### src/hw/rtl/bb3_pkg.sv
// Shared types, constants and the reciprocal table for the 3x3 box blur.
`timescale 1ns / 1ps
package bb3_pkg;

    // Configuration register indexes
    localparam logic REG_WIDTH  = 1'b0;
    localparam logic REG_HEIGHT = 1'b1;

    localparam logic [10:0] WIDTH_RESET  = 11'd1024;
    localparam logic [12:0] HEIGHT_RESET = 13'd4096;

    // Fixed-point division: q = (x * recip) >> RECIP_SHIFT
    localparam int RECIP_SHIFT = 16;

    typedef struct packed {
        logic [7:0] red_in;
        logic [7:0] green_in;
        logic [7:0] blue_in;
    } t_pix_in;

    typedef struct packed {
        logic [7:0]  red_out;
        logic [7:0]  green_out;
        logic [7:0]  blue_out;
        logic [11:0] out_row;
        logic [9:0]  out_col;
        logic        last_of_run;
        logic        frame_done;
    } t_pix_out;

    // One pending result: rounded sums (sum + n/2) and the divisor
    typedef struct packed {
        logic [11:0] x_red;
        logic [11:0] x_green;
        logic [11:0] x_blue;
        logic [3:0]  n;
        logic [11:0] row;
        logic [9:0]  col;
        logic        last;
        logic        done;
    } t_job;

    // Reciprocal of the pixel count, scaled by 2^16 and rounded up;
    // exact for every sum below 2^15
    function automatic logic [16:0] recip(input logic [3:0] n);
        logic [16:0] m;
        case (n)
            4'd1:    m = 17'd65536;
            4'd2:    m = 17'd32768;
            4'd3:    m = 17'd21846;
            4'd4:    m = 17'd16384;
            4'd6:    m = 17'd10923;
            4'd9:    m = 17'd7282;
            default: m = 17'd65536;
        endcase
        return m;
    endfunction

endpackage

### src/hw/rtl/bb3_back.sv
// Back end: divides the rounded sums by the pixel count via reciprocal multiply.
`timescale 1ns / 1ps
module bb3_back (
    input  logic              i_clk,
    input  logic              i_rst_n,
    input  bb3_pkg::t_job     i_job,
    input  logic              i_job_empty,
    output logic              o_job_pop,
    output logic              o_out_push,
    output bb3_pkg::t_pix_out o_out,
    input  logic              i_out_full
);
    logic          r_v;
    bb3_pkg::t_job r_job;
    logic [16:0]   r_m;
    logic [28:0]   p_r;
    logic [28:0]   p_g;
    logic [28:0]   p_b;

    assign o_out_push = r_v;
    assign o_job_pop  = !i_job_empty && (!r_v || !i_out_full);

    // Operand stage
    always_ff @(posedge i_clk) begin
        if (!i_rst_n) begin
            r_v <= 1'b0;
        end else if (!r_v || !i_out_full) begin
            r_v <= !i_job_empty;
        end
    end

    always_ff @(posedge i_clk) begin
        if (o_job_pop) begin
            r_job <= i_job;
            r_m   <= bb3_pkg::recip(i_job.n);
        end
    end

    // Multiply; the quotient is a bit-select, registered by the output queue
    assign p_r = 29'(r_job.x_red) * 29'(r_m);
    assign p_g = 29'(r_job.x_green) * 29'(r_m);
    assign p_b = 29'(r_job.x_blue) * 29'(r_m);

    always_comb begin
        o_out.red_out     = p_r[bb3_pkg::RECIP_SHIFT +: 8];
        o_out.green_out   = p_g[bb3_pkg::RECIP_SHIFT +: 8];
        o_out.blue_out    = p_b[bb3_pkg::RECIP_SHIFT +: 8];
        o_out.out_row     = r_job.row;
        o_out.out_col     = r_job.col;
        o_out.last_of_run = r_job.last;
        o_out.frame_done  = r_job.done;
    end

endmodule

### config.mk
export PLATFORM = sky130hd
export DESIGN_NAME = bb3_back
export DESIGN_NICKNAME = d
export VERILOG_FILES = /design/src/hw/rtl/bb3_pkg.sv /design/src/hw/rtl/bb3_back.sv
export SDC_FILE = /design/constraint.sdc
export NUM_CORES = 1
export LEC_CHECK = 0
export BUFFER_PORTS_ARGS = -buffer_cell sky130_fd_sc_hd__buf_4
export CAP_MARGIN = 20
export CELL_PAD_IN_SITES_DETAIL_PLACEMENT = 1
export CELL_PAD_IN_SITES_GLOBAL_PLACEMENT = 1
export CORE_UTILIZATION = 54
export CTS_CLUSTER_SIZE = 14
export DETAILED_ROUTE_END_ITERATION = 12
export PLACE_DENSITY = 0.95
export RECOVER_POWER = 50
export SYNTH_ARGS = -nofsm -noshare
export SYNTH_HDL_FRONTEND = slang
export SYNTH_SLANG_ARGS = --single-unit
### constraint.sdc
create_clock -name i_clk -period 13.6 [get_ports i_clk]
set_input_delay 2.72 -clock i_clk [delete_from_list [all_inputs] [get_ports i_clk]]
set_output_delay 2.72 -clock i_clk [all_outputs]
set_load 0.05 [all_outputs]
==> out/qor.csv <==
stage,metric,value,unit
outcome,status,completed,
clocking,CTS Buf Count,9,
clocking,"Clk Latency, worst-skew pair",0.38,ns
clocking,clock transition at the registers of the reported paths,0.06,ns
detailed_routing,router iterations before antenna repair,5,
timing,post-layout minimum cycle time,9.88,ns
timing,total negative slack,0,ns
synth,library cells used by synthesis,60,
synth,syn avg cell area,9.78,µm²
floorplanning,DIE AREA,30600,µm²
setup_path,r2r setup slk,11.87,ns
setup_path,most frequent CP cell,fa_1,
synth,Syn Inst Count,1652,
floorplanning,die width,175,µm
synth,Yosys reg bits,69,
global_route,global-route usage over all layers,38.1,%
synth,ys async rst share,0,%
place,DP HPWL,42.6,mm
clocking,post-cts hold buffer count,0,
synth,"EDFF count, synth",68,
place,global placer's final weighted congestion,0.974,
synth,Mapped Area,16200,µm²
worst_hold_path,Hold Crit Class,reg2reg,
timing,worst-margin pin slew,0.963,ns
synth,most instantiated library cell after synthesis,inv_1,
clocking,CTS tree,yes,
detailed_routing,DR vias/cell,5.65,
finish,Final nets,2307,
global_route,initial antenna violation count,1,
global_route,first-pass GRT wire length,85.4,mm
detailed_routing,vias after detailed routing,12000,
synth,Yosys warning count,0,
synth,post-synthesis sequential area ratio,12.8,%
detailed_routing,Remaining DRCs,0,
setup_path,Startpoint Class,flip-flop,
synth,"area leader, netlist",fa_1,
synth,Yosys top cell area share,46.5,%
finish,FILL cells,3263,
timing,Min Hold Slack,0.578,ns
setup_path,Worst setup startpoint,r_m[11]$_DFFE_PP_,
detailed_routing,Initial DRC Count,902,
floorplanning,Starting Density,55.5,%
timing,Final Hold Vio Count,0,
synth,Syn Nets,2224,
clocking,Post-CTS Setup Repair Bufs,0,
synth,top post-synthesis cells by area,"fa_1 46%, inv_1 13%, edfxtp_1 13%",
detailed_routing,Routed Antenna Nets,0,
global_route,via count of the first global-routing pass,14900,
setup_path,Crit path required time,10.88,ns
floorplanning,std cell rows,62,
setup_path,"Slowest-stage cell, CP",edfxtp_1,
flow_run,max cap viols,0,
clocking,Clock H-tree levels,3,
setup_path,CP Cell Sequence,"buf_4, nand2_1, fa_1, fa_1, inv_1, fa_1, fa_1, inv_1, fa_1, inv_1, ha_1, a2111oi_0, o211ai_1, a21oi_1, o31ai_2, a41oi_1, nor2b_1, xnor2_1, buf_4",
timing,Slew Limit Fails,0,
timing,final setup violating endpoints,0,
timing,Fmax,101,MHz
setup_path,WS Path Type,reg2out,
synth,synth cell count leaders,"580 x inv_1, 375 x fa_1, 169 x nand2_1",
floorplanning,core area,29100,µm²
setup_path,crit-path max FO,24,
clocking,CTS root buf,clkbuf_16,
timing,Final period util,72.6,%
floorplanning,IO Pins,118,
setup_path,CP Capture Type,primary output,
synth,top_reg_cell synth,edfxtp_1,
setup_path,CP top delay family,adder cells,
place,Port Buffers,117,
setup_path,Reg-to-Reg Start,o_out_push$_SDFFE_PN0N_,
detailed_routing,detailed-route wire length,54.6,mm
timing,Rel. slew slack,35.8,%
floorplanning,die height,175,µm
setup_path,crit-path max cell delay,0.71,ns
setup_path,"Buf+Inv Stages, Crit Path",5,
global_route,GRT overflow,0,
timing,Worst Skew,0.0215,ns
worst_hold_path,hold path start,o_out_push$_SDFFE_PN0N_,
setup_path,CP arrival,7.16,ns
finish,ratio of cells with drive above 1 in the final layout,6.90,%
clocking,post-CTS sizing,0,
global_route,largest net degree at the start of global routing,69,
timing,unrepaired setup endpoints after global routing,no,
finish,synthesis-to-layout area growth,8.33,%
detailed_routing,post-detailed-route wirelength per cell,25.7,µm
clocking,CTS Sinks,69,
clocking,CTS Buffer Depth,2,
## state kept, by name (all words and copies together), names as in the netlist
name        flops
o_out          24
o_out_push      1
r_job          36
r_m             8
## metrics by stage
| step | setup slack [ns] | instance area (µm²) | cells | utilization [%] |
|---|---|---|---|---|
| floorplan | 4.11 | 16200 | 1652 | - |
| global placement | 4.97 | 17300 | 2108 | 59.5 |
| detailed placement | 4.55 | 17300 | 2108 | 59.5 |
| CTS | 3.97 | 17600 | 2124 | 60.6 |
| global route | 3.61 | 17500 | 2125 | 60.2 |
| finish | 3.72 | 17500 | 2125 | 60.2 |
## final timing paths
kind,to,cells after the start
hold / removal,o_out_push$_SDFFE_PN0N_,2
hold reg to reg,o_out_push$_SDFFE_PN0N_,2
setup / recovery,o_out[38],19
setup reg to reg,r_job[37]$_DFFE_PP_,2
## logic make-up (layout without fill, tap and decap cells)
kind of cell             count (synthesis)  after routing  synth area share [%]
AO/OA/AOI/OAI                           67             67                  3.07
adder cells (fa/ha/maj)                504            504                  56.5
flip-flops                              69             69                  12.8
buffers and inverters                  635            723                  15.3
AND/OR/NAND/NOR                        334            334                  10.0
multiplexers                             1              1                0.0620
XOR/XNOR                                42             42                  2.28
other                                    0              1                     0
## tightest hold or removal path, delay by kind of cell (launching register included)
kind | cells | cell delay, ns
AOI/OAI and AO/OA | 1 | 0.08
and+or+nand+nor | 1 | 0.08
DFF | 1 | 0.37
## layout by cell type, fill, tap and decap left out, types with 5 or more instances in the layout
cell type and instances:
a2111oi_0 5, a21o_1 5, a21oi_1 15, and2_1 105, buf_4 38, clkbuf_1 34, clkbuf_16 9, clkbuf_4 55
edfxtp_1 68, fa_1 375, ha_1 129, inv_1 580, nand2_1 169, nand3_1 6, nor2_1 20, nor3_1 10
o21ai_0 6, xnor2_1 31, xor2_1 11
## cell type report
cell class	instances	area (µm²)	share of cell area (%)
tap	384	480	2.75
timing repair buffer	126	822	4.70
antenna	1	2.50	0.0143
multi-input combinational	948	11600	66.4
inverter	581	2180	12.5
sequential	69	2060	11.8
clock inverter	6	95.1	0.543
clock buffer	10	229	1.31
## routing by layer
| layer | share of wire (%) | GRT usage, % | vias to the layer above |
|---|---|---|---|
| met1 | 34 | 41.4 | 6113 |
| li1 | - | - | 4855 |
| met3 | 7.5 | 7.64 | 305 |
| met2 | 51 | 66.6 | 743 |
| met4 | 8.1 | 27.1 | 0 |
| met5 | 0 | 0 | - |
Power is not shown: default switching activity piles up to over one toggle a cycle in this logic, so the estimate is an artifact.
