==> config.mk <==
export PLATFORM = sky130hd
export DESIGN_NAME = bb3_fifo
export DESIGN_NICKNAME = d
export VERILOG_FILES = /design/src/hw/rtl/bb3_fifo.sv
export SDC_FILE = /design/constraint.sdc
export NUM_CORES = 1
export LEC_CHECK = 0
export ABC_AREA = 1
export BUFFER_PORTS_ARGS = -buffer_cell sky130_fd_sc_hd__buf_2
export CAP_MARGIN = 20
export CORE_MARGIN = 1.5
export CORE_UTILIZATION = 45
export CTS_CLUSTER_DIAMETER = 80
export CTS_CLUSTER_SIZE = 30
export DETAILED_ROUTE_END_ITERATION = 7
export PLACE_DENSITY = 0.69
export SYNTH_ARGS = -nofsm -noshare
export SYNTH_HDL_FRONTEND = slang
export SYNTH_SLANG_ARGS = --single-unit
export TNS_END_PERCENT = 20
==> constraint.sdc <==
create_clock -name i_clk -period 1.65 [get_ports i_clk]
set_input_delay 0.33 -clock i_clk [delete_from_list [all_inputs] [get_ports i_clk]]
set_output_delay 0.33 -clock i_clk [all_outputs]
set_load 0.1 [all_outputs]
==> src/hw/rtl/bb3_fifo.sv <==
// Small register-based queue with push/full and pop/empty sides.
`timescale 1ns / 1ps
module bb3_fifo #(
    parameter int W = 8,
    parameter int L = 2
) (
    input  logic         i_clk,
    input  logic         i_rst_n,
    input  logic         i_push,
    input  logic [W-1:0] i_data,
    output logic         o_full,
    input  logic         i_pop,
    output logic [W-1:0] o_data,
    output logic         o_empty
);
    localparam int DEPTH = 2 ** L;

    logic [W-1:0] r_mem [DEPTH];
    logic [L-1:0] r_wr;
    logic [L-1:0] r_rd;
    logic [L:0]   r_cnt;
    logic         do_push;
    logic         do_pop;

    assign o_full  = (r_cnt == (L+1)'(DEPTH));
    assign o_empty = (r_cnt == '0);
    assign o_data  = r_mem[r_rd];
    assign do_push = i_push && !o_full;
    assign do_pop  = i_pop && !o_empty;

    // Pointers and fill count
    always_ff @(posedge i_clk) begin
        if (!i_rst_n) begin
            r_wr  <= '0;
            r_rd  <= '0;
            r_cnt <= '0;
        end else begin
            if (do_push) r_wr <= r_wr + 1'b1;
            if (do_pop)  r_rd <= r_rd + 1'b1;
            if (do_push && !do_pop) r_cnt <= r_cnt + 1'b1;
            else if (do_pop && !do_push) r_cnt <= r_cnt - 1'b1;
        end
    end

    // Storage
    always_ff @(posedge i_clk) begin
        if (do_push) r_mem[r_wr] <= i_data;
    end

endmodule

==> impl_metrics.env, run 1 <==
export IMPL_m1WireLength_mm=1.385
export IMPL_synth_cells=146
export IMPL_io_buffers=21
export IMPL_die_w_um=64.20
export IMPL_skew_ns=0.003182
export IMPL_core_area_sq_um=3633
export IMPL_syn_num_nets=164
export IMPL_timing_final_crit_share=1.003
export IMPL_netlist_area_leader_share=0.5702
export IMPL_start_kind="flop"
export IMPL_fmax_ghz=0.6042
export IMPL_drc=0
export IMPL_final_common_cell="edfxtp_1"
export IMPL_required_ns=1.83
export IMPL_grt_max_degree=17
export IMPL_ir_drop_uv=1355
export IMPL_outcome="finished, violations left"
export IMPL_yosysTopAreaCell="edfxtp_1"
export IMPL_first_iter_violations=37
export IMPL_wl_met3_um=132
export IMPL_syn_area_per_cell_sq_um=11.54
export IMPL_p_per_area_nw_per_um2=1938
export IMPL_multi_input_area_sq_um=566.8
export IMPL_p_leak_nw=0.9109
export IMPL_antenna_found_initial=0
export IMPL_violations="setup timing"
export IMPL_die_area_sq_um=4122
export IMPL_synthDistinctLibCells=18
export IMPL_fin_crit_ns=1.655
export IMPL_ys_seq_area_frac=0.6771
export IMPL_relSlewSlack=0.8389
export IMPL_setup_ws_ns=-0.005152
export IMPL_worstPathArrival_ns=1.83
export IMPL_grt_setup_unrepaired="yes"
export IMPL_ys_ff_latch=41
export IMPL_final_seq_area_sq_um=1151
export IMPL_setup_violations=1
export IMPL_grt_pass1_vias=1222
export IMPL_drtAntennaViolNets=0
export IMPL_yosysWarnings=0
export IMPL_synth_top_cells_by_area="edfxtp_1 (57%), dfxtp_1 (11%), nor2_1 (6.7%)"
export IMPL_drive_above_1_share=0.3968
export IMPL_dpl_hpwl_mm=2.304
export IMPL_grt_usage=0.1797
export IMPL_ctsRootBufferMaster="clkbuf_8"
export IMPL_insertion_delay_ns=0.29
export IMPL_whs_ns=0.2549
export IMPL_die_h_um=64.20
export IMPL_initial_core_util=0.4638
export IMPL_place_gp_congestion=0.7127
export IMPL_grt_pass1_wl_mm=5.485
export IMPL_h_tree_depth=2
export IMPL_grt_remaining_overflow=0
export IMPL_cts_sinks=41
export IMPL_hp_class="primary input to flop"
export IMPL_wl_mm=3.389
export IMPL_fillers=289
export IMPL_diodes=0
export IMPL_row_count=22
export IMPL_hold_viol_final=0
export IMPL_wl_per_cell_um=14.30
export IMPL_wl_met2_mm=1.837
export IMPL_dp_worst_setup_slack_ns=-0.1189
export IMPL_drv_cap=0
export IMPL_worst_pin_slew_ns=0.2391
export IMPL_cp_end_kind="flop"
export IMPL_firstDrtPassIters=4
export IMPL_area_growth_pct=37.42
export IMPL_avgViaCountPerCell=4.895
export IMPL_synth_area_sq_um=1685
export IMPL_numCtsBuffers=5
export IMPL_ios=22
export IMPL_slew_viol_final=0
export IMPL_top_layer="met4"
export IMPL_cts_tree="done"
export IMPL_layout_common_cells="edfxtp_1 (32), nor2_1 (28), inv_1 (15)"
export IMPL_critPathKind="flop to flop"
export IMPL_clk_path_buf_depth=2
export IMPL_reg2reg_slack_ns=-0.005
export IMPL_dr_total_vias=1160
export IMPL_nets=206
export IMPL_cp_max_fo=2
export IMPL_clk_pin_slew_worst_paths_ns=0.07
## layer usage
layer  vias up  track usage
li1        584            -
met1       554       0.1920
met2        18       0.3333
met3         4      0.06162
met4         0      0.05053
met5         -            0
## repair_timing
item | 4_1_cts | 5_1_grt
buffers inserted | 0 | 2
hold buffers | 0 | 0
pin swaps | 5 | 9
setup endpoints to repair | 10 | 12
gates cloned | 1 | 0
gates resized for setup | 16 | 20
## worst paths after layout
check                           cells after the start           to      start
worst max-delay path                                9     r_cnt[1]   r_cnt[0]
worst max register to register                      9     r_cnt[1]   r_cnt[0]
worst min-delay path                                1  r_mem[0][1]  i_data[1]
worst min register to register                      2         flop    r_rd[0]
## critical path, cell delays in order, from the launching register on
cell and delay (ns):
dfxtp_2 0.34, nor2_4 0.13, nand2_2 0.07, nand2_2 0.06, inv_1 0.05, ha_2 0.18
inv_2 0.07, fa_2 0.44, o21ai_2 0.14, nor2_1 0.06
## logic make-up (layout without fill, tap and decap cells)
| logic type | count (synthesis) | in the layout | share of synthesized area |
|---|---|---|---|
| AND/OR/NAND/NOR | 50 | 50 | 0.1195 |
| adder cells (fa/ha/maj) | 6 | 6 | 0.04900 |
| flip-flops | 41 | 41 | 0.6771 |
| XOR/XNOR | 1 | 1 | 0.005198 |
| AO/OA/AOI/OAI | 28 | 28 | 0.09577 |
| buffers and inverters | 20 | 63 | 0.05345 |
## report_power, final
group / internal (mW) / leakage [nW] / switching, mW / total (mW)
Clock: 0.294 / 0.0399 / 0.310 / 0.604
Sequential: 1.28 / 0.369 / 0.108 / 1.39
Combinational: 0.915 / 0.502 / 1.58 / 2.50
## cell usage after synthesis
| cell | instances |
|---|---|
| o21ai_0 | 13 |
| o21ai_1 | 1 |
| dfxtp_1 | 9 |
| o22ai_1 | 8 |
| o21ai_2 | 3 |
| inv_2 | 1 |
| buf_6 | 2 |
| fa_1 | 1 |
| nor2_1 | 30 |
| inv_1 | 17 |
| ha_1 | 5 |
| nand2_1 | 13 |
| a21oi_1 | 3 |
| edfxtp_1 | 32 |
| nand3_1 | 4 |
| nand2_2 | 2 |
| nand3b_1 | 1 |
| xor2_1 | 1 |
## area by class of cell
cell class,count,area share
Timing Repair Buffer,37,0.1653
Tap cell,48,0.02593
Clock buffer,7,0.03296
Clock inverter,1,0.001621
Inverter,18,0.03241
Sequential cell,41,0.4970
Multi-Input combinational cell,85,0.2447
## registers in the layout, indices dropped and copies added (netlist names), named ones only
| register | flops |
|---|---|
| r_rd | 2 |
| r_cnt | 3 |
| r_mem | 32 |
| r_wr | 2 |
## stage by stage
step           utilization  cells  cell area (sq um)  power, mW   TNS [ns]
4_1_cts             0.6205    235               2255      4.407   -0.06911
2_1_floorplan            -    146               1750      2.873     -1.069
6_report            0.6374    237               2316      4.489  -0.005152
3_5_place_dp        0.5892    226               2141      3.731    -0.1953
3_3_place_gp        0.5892    226               2141      3.647          0
5_1_grt             0.6374    237               2316      4.677    -0.4518
No activity file was read; power rests on OpenSTA's default activity.
==> inputs of run 2 (changes only) <==
--- a/config.mk
+++ b/config.mk
@@ -14,6 +14,7 @@
 export CTS_CLUSTER_SIZE = 30
 export DETAILED_ROUTE_END_ITERATION = 7
 export PLACE_DENSITY = 0.69
+export SETUP_SLACK_MARGIN = 0.15
 export SYNTH_ARGS = -nofsm -noshare
 export SYNTH_HDL_FRONTEND = slang
 export SYNTH_SLANG_ARGS = --single-unit
==> impl_metrics.env, run 2 (synthesized netlist as in run 1, its figures left out) <==
export IMPL_required_ns=1.32
export IMPL_grt_usage=0.1938
export IMPL_whs_ns=0.2552
export IMPL_start_kind="flop"
export IMPL_wl_mm=3.616
export IMPL_hp_class="primary input to flop"
export IMPL_antenna_found_initial=0
export IMPL_regMostFlops="r_mem"
export IMPL_dr_total_vias=1189
export IMPL_path_delay_family="flip-flops"
export IMPL_cp_slowest_cell="dfxtp_4"
export IMPL_initial_core_util=0.4638
export IMPL_grt_pass1_vias=1294
export IMPL_drtAntennaViolNets=0
export IMPL_wl_per_cell_um=15.07
export IMPL_h_tree_depth=2
export IMPL_cp_end_kind="primary output"
export IMPL_die_area_sq_um=4122
export IMPL_p_leak_nw=0.9569
export IMPL_p_per_area_nw_per_um2=1959
export IMPL_numCtsBuffers=5
export IMPL_fin_crit_ns=1.674
export IMPL_crit_buf_inv=2
export IMPL_core_area_sq_um=3633
export IMPL_timing_rr_end="r_cnt[1]"
export IMPL_hold_end="r_mem[1][1]"
export IMPL_setup_violations=8
export IMPL_grt_pass1_wl_mm=5.913
export IMPL_reg_top3="r_mem x32, r_cnt x3"
export IMPL_slew_viol_final=0
export IMPL_grt_max_degree=17
export IMPL_avgViaCountPerCell=4.954
export IMPL_io_buffers=21
export IMPL_grt_remaining_overflow=0
export IMPL_cts_tree="done"
export IMPL_whs_path_depth=1
export IMPL_violations="setup timing"
export IMPL_critPathKind="flop to primary output"
export IMPL_clk_path_buf_depth=2
export IMPL_grt_setup_unrepaired="yes"
export IMPL_ios=22
export IMPL_setup_tns_ns=-0.1069
export IMPL_worst_pin_slew_ns=0.3458
export IMPL_worstPathArrival_ns=1.34
export IMPL_reg2reg_slack_ns=0
export IMPL_clk_pin_slew_worst_paths_ns=0.07
export IMPL_fillers=263
export IMPL_ctsRootBufferMaster="clkbuf_8"
export IMPL_nets=209
export IMPL_r2r_cells=9
export IMPL_drive_above_1_share=0.4688
export IMPL_drc=0
export IMPL_cp_max_fo=7
export IMPL_layout_common_cells="edfxtp_1 (32), nor2_1 (23), buf_4 (16)"
export IMPL_die_h_um=64.20
export IMPL_drv_cap=0
export IMPL_final_core_util=0.6839
export IMPL_setup_ws_ns=-0.02352
export IMPL_dp_worst_setup_slack_ns=-0.03357
export IMPL_hp_start="i_data[1]"
export IMPL_dpl_hpwl_mm=2.335
export IMPL_final_common_cell="edfxtp_1"
export IMPL_path_cells="buf_6, o21ai_1, o22ai_4, buf_12"
export IMPL_timing_final_crit_share=1.014
export IMPL_ir_drop_uv=993.0
export IMPL_final_cells=240
export IMPL_largest_reg_flops=32
export IMPL_ctsHoldBuffers=0
export IMPL_diodes=0
export IMPL_insertion_delay_ns=0.29
export IMPL_skew_ns=0.005811
export IMPL_hold_viol_final=0
export IMPL_r2r_start="r_cnt[0]"
export IMPL_area_growth_pct=47.44
export IMPL_first_iter_violations=37
export IMPL_dpl_cell_count=221
export IMPL_die_w_um=64.20
export IMPL_firstDrtPassIters=4
export IMPL_row_count=22
export IMPL_relSlewSlack=0.7670
export IMPL_place_gp_congestion=0.7317
export IMPL_cts_sinks=41
export IMPL_fmax_ghz=0.5975
export IMPL_slowest_delay_ns=0.44
export IMPL_outcome="finished, violations left"
==> run 2: where the power goes <==
group          internal [mW]  switching (mW)
clock network          0.446           0.322
registers               1.28           0.127
logic                   1.02            1.67
==> run 2: routing by layer <==
metal	track usage	share of wire	vias up
met5	0	0	-
met2	0.3672	0.57	22
met4	0.08777	0.027	0
li1	-	-	587
met1	0.2028	0.37	570
met3	0.04049	0.040	10
==> run 2: worst register-to-register path: stages (launching register included) <==
cell     delay [ns]
dfxtp_4        0.36
nor2_4         0.13
nand2_2        0.08
nand2_2        0.08
inv_2          0.06
ha_4           0.15
inv_2          0.06
fa_2           0.45
o21ai_2        0.13
nor2_1         0.05
==> run 2: metrics by stage <==
stage / power, mW / instance area [sq um]
after floorplan: 3.040 / 1829
after global placement: 3.765 / 2182
after detailed placement: 3.840 / 2182
after CTS: 4.804 / 2426
after global routing: 5.076 / 2485
final: 4.869 / 2485
==> run 2: area by class of cell <==
class	instances	area, sq um	area share
tap	48	60.06	0.02417
clock inverter	2	33.78	0.01360
multi-input combinational	85	673.1	0.2709
sequential	41	1154	0.4643
inverter	18	78.83	0.03172
clock buffer	6	72.57	0.02920
timing repair buffer	40	412.9	0.1662
==> run 2: worst max-delay path by stage <==
stage,from,to,cells past startpoint
global route,r_cnt[0],r_cnt[2],12
finish,flop,o_data[4],4
detailed placement,r_cnt[0],r_cnt[2],10
CTS,flop,o_data[7],5
global placement,r_cnt[0],r_cnt[2],12
floorplan,r_cnt[0],r_cnt[1],9
==> run 2: repair_timing <==
action                                  4_1_cts  5_1_grt
endpoints found under the setup margin       12       12
pin swaps                                     6        3
buffers inserted                              6        4
cloned                                        1        0
gates resized for setup                      36       10
==> inputs of run 3 (changes only) <==
--- a/config.mk
+++ b/config.mk
@@ -7,13 +7,12 @@
 export LEC_CHECK = 0
 export ABC_AREA = 1
 export BUFFER_PORTS_ARGS = -buffer_cell sky130_fd_sc_hd__buf_2
-export CAP_MARGIN = 20
 export CORE_MARGIN = 1.5
-export CORE_UTILIZATION = 45
+export CORE_UTILIZATION = 30
 export CTS_CLUSTER_DIAMETER = 80
 export CTS_CLUSTER_SIZE = 30
 export DETAILED_ROUTE_END_ITERATION = 7
-export PLACE_DENSITY = 0.69
+export PLACE_DENSITY = 0.51
 export SETUP_SLACK_MARGIN = 0.15
 export SYNTH_ARGS = -nofsm -noshare
 export SYNTH_HDL_FRONTEND = slang
==> impl_metrics.env, run 3 (synthesized netlist as in run 1, its figures left out) <==
export IMPL_outcome="finished, violations left"
export IMPL_violations="setup timing"
export IMPL_r2r_start="r_cnt[0]"
export IMPL_die_h_um=77.95
export IMPL_row_count=27
export IMPL_h_tree_depth=2
export IMPL_grt_remaining_overflow=0
export IMPL_wl_mm=3.322
export IMPL_grt_setup_unrepaired="yes"
export IMPL_hp_class="primary input to flop"
export IMPL_firstDrtPassIters=4
export IMPL_avgViaCountPerCell=4.338
export IMPL_first_iter_violations=36
export IMPL_dr_total_vias=1128
export IMPL_ctsRootBufferMaster="clkbuf_8"
export IMPL_critPathKind="flop to primary output"
export IMPL_final_core_util=0.4593
export IMPL_wl_per_cell_um=12.78
export IMPL_fin_crit_ns=1.684
export IMPL_dp_worst_setup_slack_ns=-0.01043
export IMPL_grt_pass1_vias=1175
export IMPL_grt_pass1_wl_mm=5.796
export IMPL_skew_ns=0.01083
export IMPL_cp_end_kind="primary output"
export IMPL_place_gp_congestion=0.7265
export IMPL_timing_final_crit_share=1.021
export IMPL_drive_above_1_share=0.4309
export IMPL_final_common_cell="edfxtp_1"
export IMPL_cp_max_fo=6
export IMPL_relSlewSlack=0.7665
export IMPL_hp_start="i_data[4]"
export IMPL_ir_drop_uv=788.6
export IMPL_setup_violations=7
export IMPL_clk_path_buf_depth=2
export IMPL_setup_ws_ns=-0.03398
export IMPL_layout_common_cells="edfxtp_1 (32), nor2_1 (29), inv_1 (12)"
export IMPL_diodes=0
export IMPL_final_area_sq_um=2514
export IMPL_worstPathArrival_ns=1.35
export IMPL_drv_cap=0
export IMPL_worst_pin_slew_ns=0.3466
export IMPL_area_growth_pct=49.15
export IMPL_p_leak_nw=0.9560
export IMPL_die_area_sq_um=6076
export IMPL_final_cells=260
export IMPL_required_ns=1.32
export IMPL_dpl_instance_area_sq_um=2212
export IMPL_hold_viol_final=0
export IMPL_numCtsBuffers=5
export IMPL_antenna_found_initial=0
export IMPL_drtAntennaViolNets=0
export IMPL_nets=205
export IMPL_drc=0
export IMPL_finalPower_mw=4.942
export IMPL_regMostFlops="r_mem"
export IMPL_slew_viol_final=0
export IMPL_grt_usage=0.1280
export IMPL_cts_sinks=41
export IMPL_start_kind="flop"
export IMPL_die_w_um=77.95
export IMPL_setup_tns_ns=-0.1134
export IMPL_clk_pin_slew_worst_paths_ns=0.09
export IMPL_initial_core_util=0.3080
export IMPL_fmax_ghz=0.5938
export IMPL_reg_top3="r_mem x32, r_cnt x3"
export IMPL_grt_max_degree=17
export IMPL_insertion_delay_ns=0.30
export IMPL_ios=22
export IMPL_whs_ns=0.2472
export IMPL_largest_reg_flops=32
export IMPL_dpl_cell_count=245
export IMPL_dpl_hpwl_mm=2.387
export IMPL_ctsHoldBuffers=0
export IMPL_io_buffers=21
export IMPL_core_area_sq_um=5473
export IMPL_p_per_area_nw_per_um2=1966
export IMPL_cts_tree="done"
export IMPL_fillers=521
run 3: worst paths after layout:
check	endpoint	slack [ns]	depth (start not counted)
max	o_data[3]	-0.03	4
min	r_mem[3][4]	0.25	1
max reg2reg	r_cnt[1]	0.01	9
min reg2reg	r_rd[1]	0.51	2
run 3: where the power goes:
| group | internal [mW] | total, mW | switching (mW) | leakage (nW) |
|---|---|---|---|---|
| Sequential | 1.28 | 1.41 | 0.124 | 0.370 |
| Combinational | 0.973 | 2.58 | 1.61 | 0.517 |
| Clock | 0.609 | 0.956 | 0.348 | 0.0687 |
| Total | 2.86 | 4.94 | 2.08 | 0.956 |
run 3: repair_timing:
item	CTS	global route
setup buffers	6	1
pin swaps	1	6
cloned	0	0
setup endpoints to repair	12	12
resized for setup	27	11
run 3: layer usage:
metal	part of all wire	routed length (um)	GRT usage	vias up
met5	0	0	0	-
met4	0.011	37	0.04286	0
met3	0.045	151	0.04588	5
met2	0.55	1823	0.2313	19
met1	0.39	1310	0.1374	521
li1	-	-	-	583
run 3: worst max-delay path, cell delays in order, from the launching register on:
cell	delay, ns
dfxtp_4	0.43
buf_6	0.15
o21ai_1	0.10
o22ai_4	0.18
buf_12	0.20
run 3: area by class of cell:
class,count,area (sq um),share of cell area
flip-flops and latches,41,1154,0.4589
repair buffers,36,399.1,0.1588
inverters,18,78.83,0.03136
well taps,72,90.09,0.03584
clock buffers,5,68.82,0.02738
clock inverters,3,68.82,0.02738
multi-input cells,85,654.4,0.2603
